File: src/rtl/crank_sync_handover_controller_defines.svh
// assertion macros for the rtl control unit (csh_ctrl)
`ifndef CRANK_SYNC_HANDOVER_CONTROLLER_DEFINES_SVH
`define CRANK_SYNC_HANDOVER_CONTROLLER_DEFINES_SVH

`ifndef NO_ASSERTIONS
`define CSH_ASSERT_SAME(name, ante, cons, msg) \
  name: assert property (@(posedge clk) disable iff (rst) (ante) |-> (cons)) else $error(msg);
`define CSH_ASSERT_NEXT(name, ante, cons, msg) \
  name: assert property (@(posedge clk) disable iff (rst) (ante) |=> (cons)) else $error(msg);
`else
`define CSH_ASSERT_SAME(name, ante, cons, msg)
`define CSH_ASSERT_NEXT(name, ante, cons, msg)
`endif

`endif

File: src/rtl/csh_pkg.sv
package csh_pkg;

  typedef enum logic [2:0] {
    CMD_START    = 3'd0,
    CMD_STOP     = 3'd1,
    CMD_SYNC     = 3'd2,
    CMD_HANDOVER = 3'd3,
    CMD_TIMEOUT  = 3'd4,
    CMD_CLEAR    = 3'd5,
    CMD_READ     = 3'd6
  } cmd_t;

  typedef enum logic [1:0] {
    STAT_OK      = 2'd0,
    STAT_INVALID = 2'd1,
    STAT_TIMEOUT = 2'd2
  } status_t;

  typedef enum logic [2:0] {
    REG_PRIME_PULSES = 3'd0,
    REG_PRIME_VOLT   = 3'd1,
    REG_ADVANCE      = 3'd2,
    REG_ENRICH       = 3'd3,
    REG_TIMEOUT      = 3'd4
  } cfg_reg_t;

  localparam int NUM_W = 26;
  localparam logic [NUM_W-1:0] RPM_NUM = 26'd60000000;
  localparam logic [NUM_W-1:0] RPM_MAX = 26'd15000;
  localparam logic [19:0] PRIME_BASE  = 20'd2000;
  localparam logic [19:0] PRIME_SCALE = 20'd10;

  typedef struct packed {
    logic load;
    logic mul_en;
    logic div_start;
    logic commit;
  } ctl_t;

  typedef struct packed {
    logic div_done;
  } stat_t;

endpackage

File: src/rtl/crank_sync_handover_controller.sv
// channel | direction | handshake           | beat
// in      | in        | in_valid/in_ready   | cmd, tooth_period, gap_flag, phase_flag, now_ms
// out     | out       | out_valid/out_ready | status, speed_rpm ... enrichment_out
// cfg     | in        | cfg_valid/cfg_ready | cfg_index, cfg_data
// a non-sync command goes from accept straight to the commit state; a sync event first passes the multiply
// and divider-start states and the 26-step bit-serial rpm divider, then the commit state
// one item in flight; the next beat is taken while a result still waits in the output register
// rst is synchronous and clears state, config and divider flags, not the latched item or outputs
// cfg is always ready; a stalled out channel holds the finished item before commit
module crank_sync_handover_controller #(
  parameter int TEETH_PER_REV = 60,
  parameter int SYNC_TEETH    = 10
) (
  input  logic        clk,
  input  logic        rst,
  input  logic        in_valid,
  output logic        in_ready,
  input  logic [2:0]  cmd,
  input  logic [31:0] tooth_period,
  input  logic        gap_flag,
  input  logic        phase_flag,
  input  logic [31:0] now_ms,
  output logic        out_valid,
  input  logic        out_ready,
  output logic [1:0]  status,
  output logic [13:0] speed_rpm,
  output logic [15:0] teeth_since_gap,
  output logic [5:0]  flags,
  output logic [19:0] prime_width_us,
  output logic [7:0]  prime_pulses,
  output logic [15:0] advance_out,
  output logic [15:0] enrichment_out,
  input  logic        cfg_valid,
  output logic        cfg_ready,
  input  logic [2:0]  cfg_index,
  input  logic [31:0] cfg_data
);
  import csh_pkg::*;

  ctl_t  ctl;
  stat_t stat;
  logic  in_is_sync;

  assign cfg_ready  = 1'b1;
  assign in_is_sync = (cmd_t'(cmd) == CMD_SYNC);

  csh_ctrl u_ctrl (
    .clk       (clk),
    .rst       (rst),
    .in_valid  (in_valid),
    .in_is_sync(in_is_sync),
    .in_ready  (in_ready),
    .out_ready (out_ready),
    .out_valid (out_valid),
    .stat      (stat),
    .ctl       (ctl)
  );

  csh_dp #(
    .TEETH_PER_REV(TEETH_PER_REV),
    .SYNC_TEETH   (SYNC_TEETH)
  ) u_dp (
    .clk            (clk),
    .rst            (rst),
    .cmd            (cmd),
    .tooth_period   (tooth_period),
    .gap_flag       (gap_flag),
    .phase_flag     (phase_flag),
    .now_ms         (now_ms),
    .cfg_valid      (cfg_valid),
    .cfg_index      (cfg_index),
    .cfg_data       (cfg_data),
    .ctl            (ctl),
    .stat           (stat),
    .status         (status),
    .speed_rpm      (speed_rpm),
    .teeth_since_gap(teeth_since_gap),
    .flags          (flags),
    .prime_width_us (prime_width_us),
    .prime_pulses   (prime_pulses),
    .advance_out    (advance_out),
    .enrichment_out (enrichment_out)
  );

endmodule

File: src/rtl/csh_div.sv
module csh_div #(
  parameter int DEN_W = 38
) (
  input  logic                      clk,
  input  logic                      rst,
  input  logic                      start,
  input  logic [DEN_W-1:0]          den,
  output logic                      done,
  output logic [csh_pkg::NUM_W-1:0] quot
);
  import csh_pkg::*;

  localparam int CNT_W = $clog2(NUM_W);

  logic             busy;
  logic [CNT_W-1:0] cnt;
  logic [NUM_W-1:0] rem;
  logic [NUM_W:0]   trial;
  logic             ge;

  // restoring division of the fixed numerator, one bit a cycle
  assign trial = {rem, RPM_NUM[cnt]};
  assign ge    = (DEN_W'(trial) >= den);

  always_ff @(posedge clk) begin
    if (rst) begin
      busy <= 1'b0;
      done <= 1'b0;
    end else if (start) begin
      busy <= 1'b1;
      done <= 1'b0;
      cnt  <= CNT_W'(NUM_W - 1);
      rem  <= '0;
      quot <= '0;
    end else if (busy) begin
      rem  <= ge ? NUM_W'(trial - den[NUM_W:0]) : NUM_W'(trial);
      quot <= {quot[NUM_W-2:0], ge};
      if (cnt == '0) begin
        busy <= 1'b0;
        done <= 1'b1;
      end else begin
        cnt <= cnt - 1'b1;
      end
    end
  end

endmodule

File: src/rtl/csh_dp.sv
module csh_dp #(
  parameter int TEETH_PER_REV = 60,
  parameter int SYNC_TEETH    = 10
) (
  input  logic                clk,
  input  logic                rst,
  input  logic [2:0]          cmd,
  input  logic [31:0]         tooth_period,
  input  logic                gap_flag,
  input  logic                phase_flag,
  input  logic [31:0]         now_ms,
  input  logic                cfg_valid,
  input  logic [2:0]          cfg_index,
  input  logic [31:0]         cfg_data,
  input  csh_pkg::ctl_t       ctl,
  output csh_pkg::stat_t      stat,
  output logic [1:0]          status,
  output logic [13:0]         speed_rpm,
  output logic [15:0]         teeth_since_gap,
  output logic [5:0]          flags,
  output logic [19:0]         prime_width_us,
  output logic [7:0]          prime_pulses,
  output logic [15:0]         advance_out,
  output logic [15:0]         enrichment_out
);
  import csh_pkg::*;

  localparam int TPR_W = $clog2(TEETH_PER_REV + 1);
  localparam int DEN_W = 32 + TPR_W;

  // latched item
  cmd_t        cmd_q;
  logic [31:0] period_q;
  logic        gap_q;
  logic        phase_q;
  logic [31:0] now_q;

  // configuration
  logic [7:0]  prime_count;
  logic [15:0] prime_voltage;
  logic [15:0] crank_advance;
  logic [15:0] crank_enrichment;
  logic [31:0] crank_timeout_ms;

  // live and snapshot state
  logic        cranking, prime_active, sync_acquired, handover_done, gap_seen, phase_seen;
  logic [13:0] live_rpm;
  logic [15:0] tooth_count;
  logic [31:0] start_time_ms;
  logic [13:0] snap_rpm;
  logic [15:0] snap_teeth;
  logic [1:0]  snap_gap_phase;
  logic [15:0] snap_advance;
  logic [15:0] snap_enrichment;

  logic        cranking_next, prime_active_next, sync_next, handover_next;
  logic        gap_seen_next, phase_seen_next;
  logic [13:0] live_rpm_next;
  logic [15:0] tooth_count_next;
  logic [31:0] start_time_next;
  logic        snap_en;
  status_t     status_next;

  logic [DEN_W-1:0] den;
  logic             div_done;
  logic [NUM_W-1:0] div_quot;
  logic [13:0]      rpm_calc;
  logic [15:0]      teeth_inc;
  logic [31:0]      elapsed;

  csh_div #(
    .DEN_W(DEN_W)
  ) u_div (
    .clk  (clk),
    .rst  (rst),
    .start(ctl.div_start),
    .den  (den),
    .done (div_done),
    .quot (div_quot)
  );

  assign stat.div_done = div_done;

  assign rpm_calc  = (div_quot > RPM_MAX) ? 14'd0 : div_quot[13:0];
  assign teeth_inc = (tooth_count != 16'hFFFF) ? tooth_count + 16'd1 : tooth_count;
  assign elapsed   = now_q - start_time_ms;

  always_ff @(posedge clk) begin
    if (ctl.load) begin
      cmd_q    <= cmd_t'(cmd);
      period_q <= tooth_period;
      gap_q    <= gap_flag;
      phase_q  <= phase_flag;
      now_q    <= now_ms;
    end
    if (ctl.mul_en) begin
      den <= DEN_W'(period_q) * DEN_W'(TEETH_PER_REV);
    end
  end

  always_ff @(posedge clk) begin
    if (rst) begin
      prime_count       <= '0;
      prime_voltage     <= '0;
      crank_advance     <= '0;
      crank_enrichment  <= '0;
      crank_timeout_ms  <= '0;
    end else if (cfg_valid) begin
      unique case (cfg_reg_t'(cfg_index))
        REG_PRIME_PULSES: prime_count       <= cfg_data[7:0];
        REG_PRIME_VOLT:   prime_voltage     <= cfg_data[15:0];
        REG_ADVANCE:      crank_advance     <= cfg_data[15:0];
        REG_ENRICH:       crank_enrichment  <= cfg_data[15:0];
        REG_TIMEOUT:      crank_timeout_ms  <= cfg_data;
        default: ;
      endcase
    end
  end

  always_comb begin
    cranking_next     = cranking;
    prime_active_next = prime_active;
    sync_next         = sync_acquired;
    handover_next     = handover_done;
    gap_seen_next     = gap_seen;
    phase_seen_next   = phase_seen;
    live_rpm_next     = live_rpm;
    tooth_count_next  = tooth_count;
    start_time_next   = start_time_ms;
    snap_en           = 1'b0;
    status_next       = STAT_OK;
    unique case (cmd_q)
      CMD_START: begin
        if (cranking) begin
          status_next = STAT_INVALID;
        end else begin
          cranking_next     = 1'b1;
          prime_active_next = 1'b1;
          sync_next         = 1'b0;
          handover_next     = 1'b0;
          gap_seen_next     = 1'b0;
          phase_seen_next   = 1'b0;
          live_rpm_next     = '0;
          tooth_count_next  = '0;
          start_time_next   = now_q;
        end
      end
      CMD_STOP, CMD_CLEAR: begin
        if (!cranking && cmd_q == CMD_STOP) begin
          status_next = STAT_INVALID;
        end else begin
          cranking_next     = 1'b0;
          prime_active_next = 1'b0;
          sync_next         = 1'b0;
          handover_next     = 1'b0;
          gap_seen_next     = 1'b0;
          phase_seen_next   = 1'b0;
          live_rpm_next     = '0;
          tooth_count_next  = '0;
          start_time_next   = '0;
        end
      end
      CMD_SYNC: begin
        if (!cranking) begin
          status_next = STAT_INVALID;
        end else begin
          live_rpm_next    = rpm_calc;
          tooth_count_next = gap_q ? 16'd0 : teeth_inc;
          gap_seen_next    = gap_seen | gap_q;
          phase_seen_next  = phase_seen | phase_q;
          if (tooth_count_next >= 16'(SYNC_TEETH) && gap_seen_next && phase_seen_next) begin
            sync_next = 1'b1;
          end
        end
      end
      CMD_HANDOVER: begin
        if (!cranking || !sync_acquired) begin
          status_next = STAT_INVALID;
        end else begin
          snap_en       = 1'b1;
          cranking_next = 1'b0;
          handover_next = 1'b1;
        end
      end
      CMD_TIMEOUT: begin
        if (!cranking) begin
          status_next = STAT_INVALID;
        end else if (elapsed > crank_timeout_ms) begin
          status_next = STAT_TIMEOUT;
        end
      end
      default: ;
    endcase
  end

  always_ff @(posedge clk) begin
    if (rst) begin
      cranking        <= 1'b0;
      prime_active    <= 1'b0;
      sync_acquired   <= 1'b0;
      handover_done   <= 1'b0;
      gap_seen        <= 1'b0;
      phase_seen      <= 1'b0;
      live_rpm        <= '0;
      tooth_count     <= '0;
      start_time_ms   <= '0;
      snap_rpm        <= '0;
      snap_teeth      <= '0;
      snap_gap_phase  <= '0;
      snap_advance    <= '0;
      snap_enrichment <= '0;
    end else if (ctl.commit) begin
      cranking      <= cranking_next;
      prime_active  <= prime_active_next;
      sync_acquired <= sync_next;
      handover_done <= handover_next;
      gap_seen      <= gap_seen_next;
      phase_seen    <= phase_seen_next;
      live_rpm      <= live_rpm_next;
      tooth_count   <= tooth_count_next;
      start_time_ms <= start_time_next;
      if (snap_en) begin
        snap_rpm        <= live_rpm;
        snap_teeth      <= tooth_count;
        snap_gap_phase  <= {phase_seen, gap_seen};
        snap_advance    <= crank_advance;
        snap_enrichment <= crank_enrichment;
      end
    end
  end

  // output register, loaded from the state as it stands after the command
  always_ff @(posedge clk) begin
    if (ctl.commit) begin
      status         <= status_next;
      prime_width_us <= PRIME_BASE + 20'(prime_voltage) * PRIME_SCALE;
      prime_pulses   <= prime_count;
      if (handover_next) begin
        speed_rpm       <= snap_en ? live_rpm : snap_rpm;
        teeth_since_gap <= snap_en ? tooth_count : snap_teeth;
        flags           <= {(snap_en ? {phase_seen, gap_seen} : snap_gap_phase),
                            handover_next, sync_next, prime_active_next, cranking_next};
        advance_out     <= snap_en ? crank_advance : snap_advance;
        enrichment_out  <= snap_en ? crank_enrichment : snap_enrichment;
      end else begin
        speed_rpm       <= live_rpm_next;
        teeth_since_gap <= tooth_count_next;
        flags           <= {phase_seen_next, gap_seen_next, handover_next, sync_next,
                            prime_active_next, cranking_next};
        advance_out     <= crank_advance;
        enrichment_out  <= crank_enrichment;
      end
    end
  end

endmodule

File: src/rtl/csh_ctrl.sv
`include "crank_sync_handover_controller_defines.svh"

module csh_ctrl (
  input  logic           clk,
  input  logic           rst,
  input  logic           in_valid,
  input  logic           in_is_sync,
  output logic           in_ready,
  input  logic           out_ready,
  output logic           out_valid,
  input  csh_pkg::stat_t stat,
  output csh_pkg::ctl_t  ctl
);
  import csh_pkg::*;

  typedef enum logic [2:0] {
    S_IDLE,
    S_MUL,
    S_DSTART,
    S_DIV,
    S_COMMIT
  } state_t;

  state_t state;
  logic   accept;
  logic   out_free;

  assign in_ready  = (state == S_IDLE);
  assign accept    = in_valid && in_ready;
  assign out_free  = !out_valid || out_ready;

  assign ctl.load      = accept;
  assign ctl.mul_en    = (state == S_MUL);
  assign ctl.div_start = (state == S_DSTART);
  assign ctl.commit    = (state == S_COMMIT) && out_free;

  always_ff @(posedge clk) begin
    if (rst) begin
      state     <= S_IDLE;
      out_valid <= 1'b0;
    end else begin
      if (ctl.commit) begin
        out_valid <= 1'b1;
      end else if (out_ready) begin
        out_valid <= 1'b0;
      end
      unique case (state)
        S_IDLE: begin
          if (accept) begin
            state <= in_is_sync ? S_MUL : S_COMMIT;
          end
        end
        S_MUL:    state <= S_DSTART;
        S_DSTART: state <= S_DIV;
        S_DIV: begin
          if (stat.div_done) begin
            state <= S_COMMIT;
          end
        end
        S_COMMIT: begin
          if (out_free) begin
            state <= S_IDLE;
          end
        end
        default: state <= S_IDLE;
      endcase
    end
  end

  `CSH_ASSERT_SAME(a_commit_room, ctl.commit, !out_valid || out_ready, "result overwritten")
  `CSH_ASSERT_NEXT(a_commit_shows, ctl.commit, out_valid, "committed result not shown")
  `CSH_ASSERT_NEXT(a_sync_to_mul, accept && in_is_sync, state == S_MUL, "sync skipped speed")
  `CSH_ASSERT_NEXT(a_div_to_commit, state == S_DIV && stat.div_done, state == S_COMMIT,
                   "divider finish lost")

endmodule

File: config.mk
export PLATFORM = sky130hd
export DESIGN_NAME = crank_sync_handover_controller
export DESIGN_NICKNAME = d
export VERILOG_FILES = /design/src/rtl/csh_pkg.sv /design/src/rtl/crank_sync_handover_controller.sv /design/src/rtl/csh_div.sv /design/src/rtl/csh_dp.sv /design/src/rtl/csh_ctrl.sv
export VERILOG_INCLUDE_DIRS = /design/src /design/src/rtl
export SDC_FILE = /design/constraint.sdc
export NUM_CORES = 1
export LEC_CHECK = 0
export ABC_AREA = 1
export CORE_ASPECT_RATIO = 0.6
export CORE_UTILIZATION = 38
export CTS_BUF_LIST = sky130_fd_sc_hd__clkbuf_2
export CTS_CLUSTER_DIAMETER = 80
export CTS_CLUSTER_SIZE = 10
export DETAILED_ROUTE_END_ITERATION = 8
export DONT_BUFFER_PORTS = 1
export GPL_TIMING_DRIVEN = 0
export PLACE_DENSITY_LB_ADDON = 0.2
export SLEW_MARGIN = 10
export SYNTH_ARGS = -nofsm -noshare
export SYNTH_HDL_FRONTEND = slang
export SYNTH_SLANG_ARGS = --single-unit
export TNS_END_PERCENT = 20
File: constraint.sdc
create_clock -name clk -period 8.8 [get_ports clk]
set_input_delay 1.32 -clock clk [delete_from_list [all_inputs] [get_ports clk]]
set_output_delay 1.32 -clock clk [all_outputs]
set_load 0.005 [all_outputs]
==> flow_metrics.tcl, run 1 <==
set metrics [dict create \
    drtPass1Iterations 5 \
    clkLatencyLatePin_ns 1.23 \
    place_area_um2 29800 \
    ant_nets 0 \
    synth_fp_nets 3735 \
    worst_slew_pin_slew_ns 0.994 \
    drc 0 \
    clockBufferDepth 3 \
    worstPathMaxFanout 4 \
    pwr-share-clk_pct 19.1 \
    grt_start_max_net_pins 57 \
    grt_overflow 0 \
    setup_violations 0 \
    cpMaxStageDelayCell "edfxtp_1" \
    fillers 7654 \
    holdBufCountCts 0 \
    slew_viol_final 0 \
    max_freq_mhz 235 \
    crit_arrival_ns 5.16 \
    viasPerCell 5.21 \
    dieArea_um2 75900 \
    syn_area_um2 28400 \
    hold_path_depth 0 \
    drt-initial-drc-count 2583 \
    syn_inst 3402 \
    path_common_cell "nand2_1" \
    synthToLayoutAreaGrowth_pct 6.76 \
    synth_edf_count 259 \
    fp.dieW_um 355 \
    ff2ff_path_depth 20 \
    whs_ns 0.180 \
    switching_share_pct 38.7 \
    fp-row-count 77 \
    wirelength_um 86200 \
    r2r_setup_slack_ns 4.54 \
    hp-class "in2reg" \
    nNetsFinal 3797 \
    start_kind "flip-flop" \
    synth-async-reset-ratio_pct 0 \
    critPathKind "reg2reg" \
    vdd_drop_max_mv 0.111 \
    grtUsageTotal_pct 22.3 \
    timing.max_slew.rel_slack_pct 33.2 \
    drive_gt1_share_pct 6.04 \
    p_leak_nw 12.9 \
    numCtsBuffers 54 \
    vias 23400 \
    io_pins 210 \
    routabilityCongestion 0.960 \
    period_minus_slack_ns 4.26 \
    grt_pass1_wl_um 129000 \
    clk_pin_slew_ns 0.22 \
    ys.flop_type "edfxtp_1" \
    crit_path_cell_trace "ha_1, inv_1, nor3_1, nand2_1, nand2_1, a21oi_1, o21ai_0, nand2_1, nand2_1, nand2_1, nand3_1, nand2_1, ha_1, nand2_1, nor3b_1, nand4_1, nor4_1, nand2_1, nand3_1, nor2_1" \
    synth-seq-area-share_pct 43.4 \
    io_buffers 0 \
    grt_pass1_vias 20900 \
    cts_tree "built" \
    min-delay-start "tooth_period[2]" \
    wl_per_cell_um 19.2 \
    status "complete, no violations" \
    p_comb_share_pct 34.1 \
    root_buffer "clkbuf_2" \
    finalSetupTns_ns 0 \
    powerDensity_nw_per_um2 195 \
    netSwitchingPower_mw 2.28 \
    worst_r2r_endpoint "u_dp.status[1]" \
    p_seq_share_pct 46.8 \
    initial_utilization_pct 38.5 \
    hpwl_um 67700 \
    end_kind "flip-flop" \
    final.period_utilization_pct 48.4 \
    ys_ff_latch 486 \
    rsz0062_at_grt "no" \
    die_h_um 214 \
    min_to "u_dp.period_q[2]" \
    required_ns 9.70 \
    syn_avg_cell_area_um2 8.35 \
    p_int_mw 3.62 \
    cts_setup_buffers 0 \
    core_area_um2 73800 \
    max_cap_viol_count 0 \
    clock_sinks 486 \
    post_cts_resized 0 \
    synth.distinct_cells 61 \
    yosys_warnings 0 \
    fin_worst_skew_ns 0.0991 \
    htreeDepth 2 \
    fin_area_um2 30300 \
    hold_viol 0 \
    rr_startpoint "u_dp.now_q[3]" \
    antenna_found_initial 8 \
    max_stage_delay_ns 0.51 \
]
[final cells by class]
| class | instances | area (um2) | share of cell area [%] |
|---|---|---|---|
| Clock buffer | 101 | 505 | 1.67 |
| Clock inverter | 1 | 5.00 | 0.0165 |
| Antenna cell | 5 | 12.5 | 0.0413 |
| Timing Repair Buffer | 6 | 143 | 0.470 |
| Multi-Input combinational cell | 2314 | 13700 | 45.2 |
| Inverter | 478 | 1800 | 5.95 |
| Sequential cell | 486 | 12300 | 40.6 |
| Buffer | 124 | 591 | 1.95 |
| Tap cell | 987 | 1230 | 4.07 |
[routing by layer]
metal  global-route usage (%)  part of all wire (%)  up-vias
met5                        0                 0.030        -
met3                     5.04                   9.1       81
met2                     26.2                    34      849
met4                     4.73                   1.5        4
li1                         -                     -    11500
met1                     38.4                    55    11000
[state kept, by name, summed over array words and instances, names as in the netlist, 8 cells and up]
name                   cells
u_dp.enrichment_out       16
u_dp.prime_voltage        16
u_dp.now_q                32
u_dp.period_q             32
u_dp.u_div.rem            26
u_dp.prime_width_us       19
u_dp.den                  36
u_dp.live_rpm             14
u_dp.snap_enrichment      16
u_dp.crank_timeout_ms     32
u_dp.tooth_count          16
u_dp.snap_rpm             14
u_dp.prime_count           8
u_dp.crank_advance        16
u_dp.speed_rpm            14
u_dp.teeth_since_gap      16
u_dp.crank_enrichment     16
u_dp.snap_advance         16
u_dp.prime_pulses          8
u_dp.start_time_ms        32
u_dp.advance_out          16
u_dp.snap_teeth           16
u_dp.u_div.quot           26
[kinds of logic (layout without fill, tap and decap cells)]
| family | Yosys count | after routing | share of synthesized area, % |
|---|---|---|---|
| compound gates | 878 | 878 | 17.2 |
| xor+xnor | 93 | 93 | 2.87 |
| fa+ha+maj | 224 | 224 | 11.6 |
| buf+inv | 602 | 710 | 8.41 |
| flops | 486 | 486 | 43.4 |
| other cells | 2 | 7 | 0.0264 |
| simple gates | 1117 | 1117 | 16.6 |
[cell usage after synthesis (22+ instances only)]
| cell type | count | share of area [%] |
|---|---|---|
| nand2_1 | 606 | 8.0 |
| inv_1 | 466 | 6.2 |
| o21ai_0 | 321 | 5.7 |
| a21oi_1 | 311 | 5.5 |
| nor2_1 | 273 | 3.6 |
| edfxtp_1 | 259 | 27 |
| dfxtp_1 | 227 | 16 |
| ha_1 | 160 | 7.0 |
| nand3_1 | 117 | 2.1 |
| clkbuf_1 | 78 | 1.0 |
| o21bai_1 | 67 | 1.8 |
| fa_1 | 64 | 4.5 |
| xor2_1 | 62 | 1.9 |
| o21ai_1 | 59 | 1.0 |
| a211oi_1 | 36 | 0.95 |
| xnor2_1 | 31 | 0.96 |
| nand4_1 | 27 | 0.59 |
| o211ai_1 | 24 | 0.63 |
| buf_2 | 23 | 0.41 |
| nor3_1 | 22 | 0.39 |
[through the flow]
step	util [%]	power, mW	setup WS (ns)	instances
3_5_place_dp	40.4	4.79	4.68	4395
3_3_place_gp	40.2	4.77	2.22	4389
2_1_floorplan	-	4.19	4.08	3402
6_report	41.1	5.91	4.54	4502
4_1_cts	41.1	5.93	4.55	4497
5_1_grt	41.1	6.31	4.15	4501
[worst max path at each step]
| stage | endpoint | cells past startpoint | start | slack (ns) |
|---|---|---|---|---|
| 2_1_floorplan | u_dp.cmd_q[0] | 2 | in_valid | 4.08 |
| 3_3_place_gp | u_dp.now_q[27] | 2 | in_valid | 2.22 |
| 3_5_place_dp | u_dp.status[1] | 20 | u_dp.now_q[5] | 4.68 |
| 4_1_cts | u_dp.status[1] | 20 | u_dp.now_q[3] | 4.55 |
| 5_1_grt | u_dp.status[1] | 20 | u_dp.now_q[5] | 4.15 |
| 6_report | u_dp.status[1] | 20 | u_dp.now_q[3] | 4.54 |
[power by group through the flow]
stage	Clock [mW]	Combinational, mW	Sequential [mW]
finish	1.13	2.01	2.77
global route	1.26	2.25	2.79
CTS	1.18	1.98	2.77
detailed placement	0	1.97	2.82
global placement	0	1.95	2.83
floorplan	0	1.42	2.78
[placed cells by master, fill, tap and decap left out, drive strengths merged, types with 2 or more instances in the layout]
cell	count
a31oi	11
nand2	613
a21boi	5
nand3b	10
dfxtp	227
nand3	119
nor3b	2
nor3	25
o21a	6
o211ai	25
clkinv	3
a31o	2
nor2	296
edfxtp	259
nor4	16
nand4	29
a211oi	36
o221ai	2
fa	64
o21ai	382
a21oi	314
buf	52
clkbuf	179
xnor2	31
xor2	62
a221oi	2
a21o	9
conb	2
or2	6
o22ai	11
ha	160
inv	476
diode	5
o21bai	67
[worst max-delay path: cells and delay by family (launching register included)]
family	cells	cell delay, ns
AND/OR/NAND/NOR	15	2.19
adder cells (fa/ha/maj)	2	0.71
flip-flops	1	0.51
buffers and inverters	1	0.08
AO/OA/AOI/OAI	2	0.54
Power figures use the tool's default switching activity.
==> inputs of run 2 (changes only) <==
==> constraint.sdc (replaced) <==
create_clock -name clk -period 3.9 [get_ports clk]
set_input_delay 0.585 -clock clk [delete_from_list [all_inputs] [get_ports clk]]
set_output_delay 0.585 -clock clk [all_outputs]
set_load 0.005 [all_outputs]
==> flow_metrics.tcl, run 2 (synthesis results as in run 1) <==
set metrics [dict create \
    status "complete, no violations" \
    mostFrequentLayoutCell "nand2_1" \
    hp-class "in2reg" \
    worstPathMaxFanout 4 \
    rsz0062_at_grt "yes" \
    antenna_found_initial 12 \
    vias 24000 \
    max_freq_mhz 271 \
    wirelength_um 87900 \
    clk_pin_slew_ns 0.22 \
    numCtsBuffers 54 \
    grt_pass1_vias 21600 \
    slew_viol_final 0 \
    grt_start_max_net_pins 90 \
    final.period_utilization_pct 94.7 \
    timing.max_slew.rel_slack_pct 33.3 \
    max_stage_delay_ns 0.60 \
    grt_pass1_wl_um 133000 \
    htreeDepth 2 \
    nNetsFinal 3987 \
    regMostFlops "u_dp.den" \
    drtPass1Iterations 5 \
    fp.dieW_um 355 \
    drt-initial-drc-count 2493 \
    fin_worst_skew_ns 0.0838 \
    p_seq_share_pct 46.0 \
    most-common-layout-cells "601 x nand2_1, 464 x inv_1, 318 x o21ai_0, 306 x a21oi_1, 270 x nor2_1" \
    post-route-util_pct 43.8 \
    hold_viol 0 \
    clock_sinks 486 \
    start_kind "flip-flop" \
    initial_utilization_pct 38.5 \
    grt_overflow 0 \
    netSwitchingPower_mw 5.25 \
    vdd_drop_max_mv 0.225 \
    crit_family "adder cells" \
    setup_violations 0 \
    worst_slew_pin_slew_ns 0.993 \
    p_leak_nw 13.7 \
    hpwl_um 67900 \
    cpMaxStageDelayCell "fa_1" \
    powerDensity_nw_per_um2 419 \
    grtUsageTotal_pct 22.8 \
    p_int_mw 8.29 \
    clkLatencyLatePin_ns 1.21 \
    dieArea_um2 75900 \
    viasPerCell 5.12 \
    routabilityCongestion 0.956 \
    clockBufferDepth 3 \
    finalPower_mw 13.5 \
    crit_path_cell_trace "fa_1, fa_1, ha_1, a21oi_1, nand2_1, a21boi_2, o21ai_1, a21oi_2, o21ai_1, xor2_1" \
    required_ns 4.90 \
    root_buffer "clkbuf_2" \
    largest_register_ffs 36 \
    drc 0 \
    cts_tree "built" \
    max_cap_viol_count 0 \
    io_buffers 0 \
    cp_num_buf_inv 0 \
    pwr-share-clk_pct 18.4 \
    ant_nets 0 \
    wl_per_cell_um 18.8 \
    period_minus_slack_ns 3.69 \
    synthToLayoutAreaGrowth_pct 13.8 \
    critPathKind "reg2reg" \
    dp_slack_ns -0.0653 \
    switching_share_pct 38.8 \
    crit_arrival_ns 4.70 \
    end_kind "flip-flop" \
    p_comb_share_pct 35.5 \
    core_area_um2 73800 \
    drive_gt1_share_pct 6.30 \
    fp-row-count 77 \
    io_pins 210 \
    die_h_um 214 \
    setup_ws_ns 0.208 \
]
==> run 2: repair_timing <==
action	in CTS	in global routing
hold buffers	187	0
cloned	0	0
hold endpoints to repair	233	0
setup buffers	0	3
setup endpoints to repair	3	8
gates resized for setup	5	24
pin swaps	0	2
==> run 2: metal layers <==
metal	up-vias	global-route usage (%)	part of all wire, %
met4	12	3.91	1.4
met1	11100	38.5	54
met3	94	5.28	9.0
li1	11900	-	-
met2	889	28.0	35
met5	-	0	0.13
==> run 2: path summary, 6_finish.rpt <==
path	startpoint	endpoint	slack, ns	cells after the start
setup / recovery	u_dp.period_q[2]	u_dp.den[24]	0.21	10
hold / removal	cfg_data[20]	u_dp.crank_timeout_ms[20]	0.17	3
setup reg to reg	u_dp.period_q[2]	u_dp.den[24]	0.21	10
hold reg to reg	u_dp.prime_count[1]	u_dp.prime_pulses[1]	0.44	0
==> run 2: through the flow <==
stage | instance area [um2] | setup TNS, ns | std cells | hold WS, ns
finish | 32300 | 0 | 4688 | 0.166
global route | 32300 | -0.0933 | 4686 | 0.0696
CTS | 32200 | 0 | 4680 | 0.00277
detailed placement | 29800 | -0.167 | 4395 | 0.413
global placement | 29600 | -14.83 | 4389 | 0.414
floorplan | 28400 | 0 | 3402 | 0.403
==> run 2: area by class of cell <==
type	count	area, um2
Inverter	478	1800
Tap cell	987	1230
Fill cell	7569	41500
Multi-Input combinational cell	2314	13800
Sequential cell	486	12300
Clock buffer	96	480
Timing Repair Buffer	196	2040
Buffer	124	591
Clock inverter	2	7.51
Antenna cell	5	12.5
==> run 2: tightest hold or removal path, delay by kind of cell <==
family                 cells  cell delay (ns)
AOI/OAI and AO/OA          2             0.20
buffers and inverters      1             0.57
==> run 2: power by group through the flow <==
| stage | Sequential, mW | Clock, mW | Combinational (mW) |
|---|---|---|---|
| CTS | 6.24 | 2.60 | 4.67 |
| detailed placement | 6.35 | 0 | 4.46 |
| global route | 6.29 | 2.79 | 5.37 |
| global placement | 6.37 | 0 | 4.42 |
| finish | 6.24 | 2.49 | 4.81 |
| floorplan | 6.26 | 0 | 3.20 |
